[src/rtl/pfa_pkg.sv]
// ----------------------------------------------------------------------------
// pfa_pkg
// shared types and constants of the page frame allocator
// ----------------------------------------------------------------------------
package pfa_pkg;

    localparam int FRAME_W    = 16;
    localparam int REF_W      = 8;
    localparam int NUM_FRAMES = 65536;
    localparam int TOP_W      = $clog2(NUM_FRAMES) + 1;
    localparam int KIND_W     = 3;
    localparam int STATUS_W   = 2;

    localparam logic [REF_W-1:0] REF_MAX = '1;
    localparam logic [TOP_W-1:0] TOP_FULL = TOP_W'(NUM_FRAMES);

    typedef enum logic [KIND_W-1:0] {
        KIND_ALLOC = 3'd0,
        KIND_FREE  = 3'd1,
        KIND_INC   = 3'd2,
        KIND_DEC   = 3'd3,
        KIND_READ  = 3'd4
    } kind_t;

    typedef enum logic [STATUS_W-1:0] {
        STAT_OK    = 2'd0,
        STAT_OOM   = 2'd1,
        STAT_BAD   = 2'd2,
        STAT_LIMIT = 2'd3
    } status_t;

    typedef enum logic [1:0] {
        ST_CLEAR,
        ST_IDLE,
        ST_POP,
        ST_EXEC
    } state_t;

    typedef struct packed {
        logic [KIND_W-1:0]  kind;
        logic [FRAME_W-1:0] frame;
    } req_t;

    typedef struct packed {
        logic [FRAME_W-1:0]  frame_out;
        logic [REF_W-1:0]    ref_count;
        logic [TOP_W-1:0]    free_count;
        logic [STATUS_W-1:0] status;
    } res_t;

    typedef struct packed {
        logic clear_en;
        logic load;
        logic pop;
        logic exec;
    } dp_cmd_t;

    typedef struct packed {
        logic clear_last;
    } dp_stat_t;

endpackage

[src/rtl/pfa_ctrl.sv]
// ----------------------------------------------------------------------------
// pfa_ctrl
// sequencer: table clear after reset, then request read, pop for allocate, and execute
// ----------------------------------------------------------------------------
module pfa_ctrl (
    input  logic                            clk,
    input  logic                            rst_n,
    input  logic                            start,
    input  logic [pfa_pkg::KIND_W-1:0]      req_kind,
    input  pfa_pkg::dp_stat_t               stat,
    output pfa_pkg::dp_cmd_t                cmd,
    output logic                            busy,
    output logic                            done
);
    import pfa_pkg::*;

    state_t state_reg;
    state_t state_next;
    logic   done_reg;
    logic   done_next;

    always_ff @(posedge clk or negedge rst_n)
    begin
        if (!rst_n)
        begin
            state_reg <= ST_CLEAR;
            done_reg  <= 1'b0;
        end
        else
        begin
            state_reg <= state_next;
            done_reg  <= done_next;
        end
    end

    // next state
    always_comb
    begin
        state_next = state_reg;
        unique case (state_reg)
            ST_CLEAR:
            begin
                if (stat.clear_last)
                    state_next = ST_IDLE;
            end
            ST_IDLE:
            begin
                if (start)
                    state_next = (req_kind == KIND_ALLOC) ? ST_POP : ST_EXEC;
            end
            ST_POP:  state_next = ST_EXEC;
            ST_EXEC: state_next = ST_IDLE;
            default: state_next = ST_IDLE;
        endcase
    end

    // outputs
    always_comb
    begin
        cmd       = '0;
        busy      = 1'b1;
        done_next = 1'b0;
        unique case (state_reg)
            ST_CLEAR: cmd.clear_en = 1'b1;
            ST_IDLE:
            begin
                busy     = 1'b0;
                cmd.load = start;
            end
            ST_POP:   cmd.pop = 1'b1;
            ST_EXEC:
            begin
                cmd.exec  = 1'b1;
                done_next = 1'b1;
            end
            default:  busy = 1'b1;
        endcase
    end

    assign done = done_reg;

endmodule

[config.mk]
export PLATFORM = sky130hd
export DESIGN_NAME = pfa_ctrl
export DESIGN_NICKNAME = d
export VERILOG_FILES = /design/src/rtl/pfa_pkg.sv /design/src/rtl/pfa_ctrl.sv
export SDC_FILE = /design/constraint.sdc
export NUM_CORES = 1
export LEC_CHECK = 0
export BUFFER_PORTS_ARGS = -buffer_cell sky130_fd_sc_hd__buf_2
export CAP_MARGIN = 40
export CORE_AREA = 2 2 39 41
export CTS_BUF_LIST = sky130_fd_sc_hd__clkbuf_4
export CTS_CLUSTER_SIZE = 30
export DETAILED_ROUTE_END_ITERATION = 10
export DIE_AREA = 0 0 41 43
export GPL_ROUTABILITY_DRIVEN = 0
export SYNTH_ARGS = -nofsm -noshare
export SYNTH_HDL_FRONTEND = slang
export SYNTH_SLANG_ARGS = --single-unit
[constraint.sdc]
create_clock -name clk -period 2.6 [get_ports clk]
set_input_delay 0 -clock clk [delete_from_list [all_inputs] [get_ports clk]]
set_output_delay 0 -clock clk [all_outputs]
set_load 0.02 [all_outputs]
==> results.yml, run 1 <==
outcome:
  status: "finished, final reports clean"
sta:
  setup_ws_ns: 1.235
  worst_hold_slack_ns: 0.09221
  skew_ns: 0.002291
  fmaxAchievable_ghz: 0.7324
  min_period_ns: 1.365
  setup_tns_ns: 0
  worst_pin_slew_ns: 0.2089
  period_share_pct: 52.52
  slew-limit-headroom_pct: 86.07
  rsz0062_at_grt: "no"
  setup-violations-final: 0
  slew_viol_final: 0
  hold_viol: 0
cts:
  cts_buffer_depth: 2
  path_clk_slew_ns: 0.04
  clockRootBuffer: "clkbuf_4"
  cts_buffers: 3
  cts_setup_buffers: 0
  cts.sinks: 3
  clk_latency_ns: 0.23
  htreeDepth: 1
  cts_resized: 0
  postCtsHoldBufs: 1
  cts_tree: "done"
detailed_routing:
  vias: 180
  routed_wl_um: 413
  firstDrtPassIters: 1
  drtIter0Drc: 0
  drt.antenna.violating_nets: 0
  vias_per_cell: 3.600
  drc: 0
  wl_per_cell_um: 8.260
setup_path:
  r2r_slack_ns: 1.23
  path_buf_inv: 2
  worst_setup_path_start_kind: "flop"
  crit_end: "state_reg[1]"
  cp_max_fo: 3
  crit_slowest_cell: "dfrtp_1"
  cp_common_cell: "inv_1"
  critPathTopFamily: "flip-flops"
  crit_cells: 5
  cp-startpoint: "state_reg[0]"
  timing.rr.start: "state_reg[0]"
  slowest_delay_ns: 0.39
  arrival_ns: 1.48
  worstSetupPathType: "reg -> reg"
  end_kind: "flop"
  crit_required_ns: 2.71
  r2r_cells: 5
  cp_cell_sequence: "inv_1 > ha_1 > inv_1 > o22ai_2 > mux2_4"
  regToRegEndpoint: "state_reg[1]"
synth:
  ys.warnings.count: 0
  yosys.area.top_type: "dfrtp_1"
  synthCells: 18
  synth_top_cells_by_area: "dfrtp_1 (35%), ha_1 (24%), mux2_4 (7.1%), nor3b_2 (5.9%), o22ai_2 (5.9%)"
  synth-seq-cells: 3
  yosysTopAreaCellShare_pct: 35.29
  synth_nets: 29
  yosysUniqueCellTypes: 11
  synth_seq_area_share_pct: 35.29
  synth_area_um2: 212.7
  synth_area_per_cell_um2: 11.82
global_routing:
  antenna_found_initial: 0
  grt_max_degree: 5
  grt_pass1_wl_um: 621
  grt_util_all_layers_pct: 6.137
  grt_pass1_vias: 169
  gr-total-overflow: 0
final_layout:
  drive_above_1_share_pct: 58.82
  layout_commonest_cell: "buf_2"
  largest_register_ff_count: 2
  final_nets: 46
  final_area_um2: 325.3
  final_cell_mix: "buf_2 (12), ha_1 (4), clkbuf_4 (4), inv_1 (3), dfrtp_1 (3)"
  diodes: 0
  area_growth_pct: 52.94
floorplanning:
  rows: 14
  ioPinCount: 13
  initial_core_util_pct: 15.37
  dieWidth_um: 41
  fp.dieH_um: 43
  core-area_um2: 1384
  dieArea_um2: 1763
power:
  p_total_w: 0.0004241
  power_density_nw_per_um2: 1304
  p_leak_nw: 0.1804
  max-vdd-ir-drop_mv: 0.2388
worst_hold_path:
  hold_path.class: "in -> async"
run:
  cap_violations: 0
place:
  place_area_um2: 285.3
  io_buffers: 12
  dp_slack_ns: 1.225
-- metal layers --
metal / global-route usage (%) / up-vias / wire length (um)
li1: - / 88 / -
met1: 5.178 / 82 / 149
met2: 7.500 / 10 / 212
met3: 4.712 / 0 / 51
met4: 8.000 / 0 / 0
met5: 0 / - / 0
-- metrics by stage --
stage / utilization [%] / instances
final: 23.51 / 50
after CTS: 23.51 / 50
after global routing: 23.51 / 50
after floorplan: - / 18
after global placement: 20.61 / 45
after detailed placement: 20.61 / 45
-- final cells by class --
class,count,area [um2]
Tap cell,16,20.02
Sequential cell,3,75.07
Timing Repair Buffer,13,70.07
Multi-Input combinational cell,10,115.1
Clock buffer,4,30.03
Fill cell,165,1059
Inverter,4,15.01
-- how the worst min path moves through the flow --
| stage | from | end | slack, ns | depth (start not counted) |
|---|---|---|---|---|
| 6_report | rst_n | state_reg[0] | 0.09 | 2 |
| 5_1_grt | rst_n | state_reg[0] | 0.09 | 2 |
| 4_1_cts | rst_n | done | 0.09 | 2 |
| 3_5_place_dp | rst_n | done | -0.20 | 1 |
| 3_3_place_gp | rst_n | done | -0.20 | 1 |
| 2_1_floorplan | rst_n | done | -0.30 | 0 |
-- cell families (layout without fill, tap and decap cells) --
logic type / count (synthesis) / in the layout / share of synthesized area [%]
AOI/OAI and AO/OA: 2 / 2 / 10.00
adders and majority gates: 4 / 4 / 23.53
buffers and inverters: 5 / 21 / 10.59
DFF: 3 / 3 / 35.29
muxes: 2 / 2 / 11.76
and+or+nand+nor: 2 / 2 / 8.824
-- worst reg2reg max path, delay by kind of cell, from the launching register on --
kind | cells | cell delay, ns
flip-flops | 1 | 0.39
buffers and inverters | 2 | 0.16
AO/OA/AOI/OAI | 1 | 0.20
multiplexers | 1 | 0.32
adder cells (fa/ha/maj) | 1 | 0.17
-- cells in the mapped netlist --
master and instances:
inv_1 3, mux2i_1 1, ha_1 4, buf_4 1, and2_1 1, mux2_4 1
o31a_1 1, o22ai_2 1, dfrtp_1 3, inv_2 1, nor3b_2 1
-- report_power, final --
part	total (W)	switching, W	internal, W
clock	0.0000924	0.0000244	0.0000679
combinational	0.000246	0.000134	0.000112
sequential	0.0000855	0.0000145	0.0000710
total	0.000424	0.000173	0.000251
Note: power is estimated with default switching activity, not from simulation.
==> run 2, diff against run 1 <==
clock period = 1.4 ns   (was 2.6 ns; I/O delays follow)
==> run 2 against run 1 <==
Clock skew shrank 0.0018 ns. Global-route usage is 0.088 points higher. Hold slack better by 0.0027 ns. Critical endpoint unchanged.
==> results.yml, run 2 (synthesis results as in run 1) <==
outcome:
  status: "finished, final reports clean"
sta:
  slew_viol_final: 0
  setup-violations-final: 0
  worst_hold_slack_ns: 0.09492
  min_period_ns: 1.322
  rsz0062_at_grt: "no"
  skew_ns: 0.0004487
  setup_tns_ns: 0
  worst_pin_slew_ns: 0.1782
  setup_ws_ns: 0.07775
  period_share_pct: 94.45
  hold_viol: 0
  fmaxAchievable_ghz: 0.7563
  slew-limit-headroom_pct: 88.12
final_layout:
  diodes: 0
  final_cell_mix: "buf_2 (12), clkbuf_4 (4), dfrtp_1 (3)"
  drive_above_1_share_pct: 68.57
  fill_cells: 160
  layout_commonest_cell: "buf_2"
  multi_input_area_um2: 127.6
  final_nets: 47
  area_growth_pct: 62.35
  largest_register_ff_count: 2
  final_area_um2: 345.3
  ff_latch_area_um2: 75.07
run:
  cap_violations: 0
cts:
  htreeDepth: 1
  clk_latency_ns: 0.23
  clockRootBuffer: "clkbuf_4"
  cts_buffers: 3
  path_clk_slew_ns: 0.04
  cts_buffer_depth: 2
  cts_setup_buffers: 0
  cts_tree: "done"
  cts.sinks: 3
floorplanning:
  initial_core_util_pct: 15.37
  rows: 14
  fp.dieH_um: 43
  core-area_um2: 1384
  ioPinCount: 13
  dieWidth_um: 41
  dieArea_um2: 1763
global_routing:
  grt_util_all_layers_pct: 6.225
  antenna_found_initial: 0
  grt_pass1_vias: 202
  grt_pass1_wl_um: 683
  grt_max_degree: 4
  gr-total-overflow: 0
power:
  power_density_nw_per_um2: 2431
  max-vdd-ir-drop_mv: 0.5658
  p_leak_nw: 0.1800
  p_clk_share_pct: 20.1
  comb_power_share_pct: 61.4
  p_sw_share_pct: 40.36
  internal_power_w: 0.0005008
  p_sw_w: 0.0003388
  pwr-share-seq_pct: 18.5
detailed_routing:
  drc: 0
  routed_wl_um: 425
  drtIter0Drc: 3
  vias_per_cell: 3.745
  vias: 191
  wl_per_cell_um: 8.333
  firstDrtPassIters: 2
  drt.antenna.violating_nets: 0
setup_path:
  arrival_ns: 1.43
  cp_max_fo: 3
  end_kind: "flop"
  worstSetupPathType: "reg -> reg"
  crit_required_ns: 1.51
  worst_setup_path_start_kind: "flop"
place:
  place_area_um2: 295.3
  dp_slack_ns: 0.01939
  io_buffers: 12
worst_hold_path:
  hold_path.class: "in -> async"
run 2: changes by cell type in the layout (fill, tap and decap cells not counted):
cell     before  now
ha_1          4    2
ha_2          0    2
buf_4         0    1
inv_1         3    2
inv_2         1    2
o22ai_2       1    0
o22ai_4       0    1
run 2: repair_timing:
action                     4_1_cts  5_1_grt
setup endpoints to repair        0        1
gates resized for setup          0        3
hold endpoints to repair         3        0
hold buffers                     1        0
run 2: worst max-delay path, cell delays in order (launching register included):
cell and delay, ns:
dfrtp_1 0.40, inv_2 0.08, ha_2 0.17, inv_1 0.06
o22ai_4 0.18, mux2_4 0.31
run 2: final timing paths:
path	startpoint	to	slack (ns)	cells past startpoint
setup / recovery	state_reg[0]	state_reg[1]	0.08	5
hold / removal	rst_n	state_reg[0]	0.09	2
setup reg to reg	state_reg[0]	state_reg[1]	0.08	5
hold reg to reg	state_reg[0]	state_reg[0]	0.59	2
max in group asynchronous	rst_n	done	1.20	2
min in group clk	start	state_reg[0]	0.11	3
run 2: final cells by class:
type	count	share of cell area, %
repair buffers	14	22.46
inverters	4	4.348
well taps	16	5.797
flip-flops and latches	3	21.74
multi-input cells	10	36.96
clock buffers	4	8.696
run 2: metal layers:
| metal | global-route usage [%] | share of wire, % | wire (um) |
|---|---|---|---|
| met1 | 4.502 | 35 | 149 |
| met5 | 0 | 0 | 0 |
| met4 | 6.000 | 0 | 0 |
| met2 | 10.00 | 54 | 230 |
| met3 | 3.665 | 11 | 46 |
run 2: power groups by stage:
stage / Clock, W / Combinational [W] / Sequential, W
floorplan: 0 / 0.000359 / 0.000175
global placement: 0 / 0.000487 / 0.000153
detailed placement: 0 / 0.000499 / 0.000156
CTS: 0.000180 / 0.000502 / 0.000155
global route: 0.000190 / 0.000577 / 0.000160
finish: 0.000169 / 0.000515 / 0.000155
run 2: per-stage QoR:
stage	total power, W	utilization [%]	cells
after floorplan	0.0005339	-	18
after global placement	0.0006409	21.34	46
after detailed placement	0.0006550	21.34	46
after CTS	0.0008370	24.23	51
after global routing	0.0009269	24.95	51
final	0.0008396	24.95	51
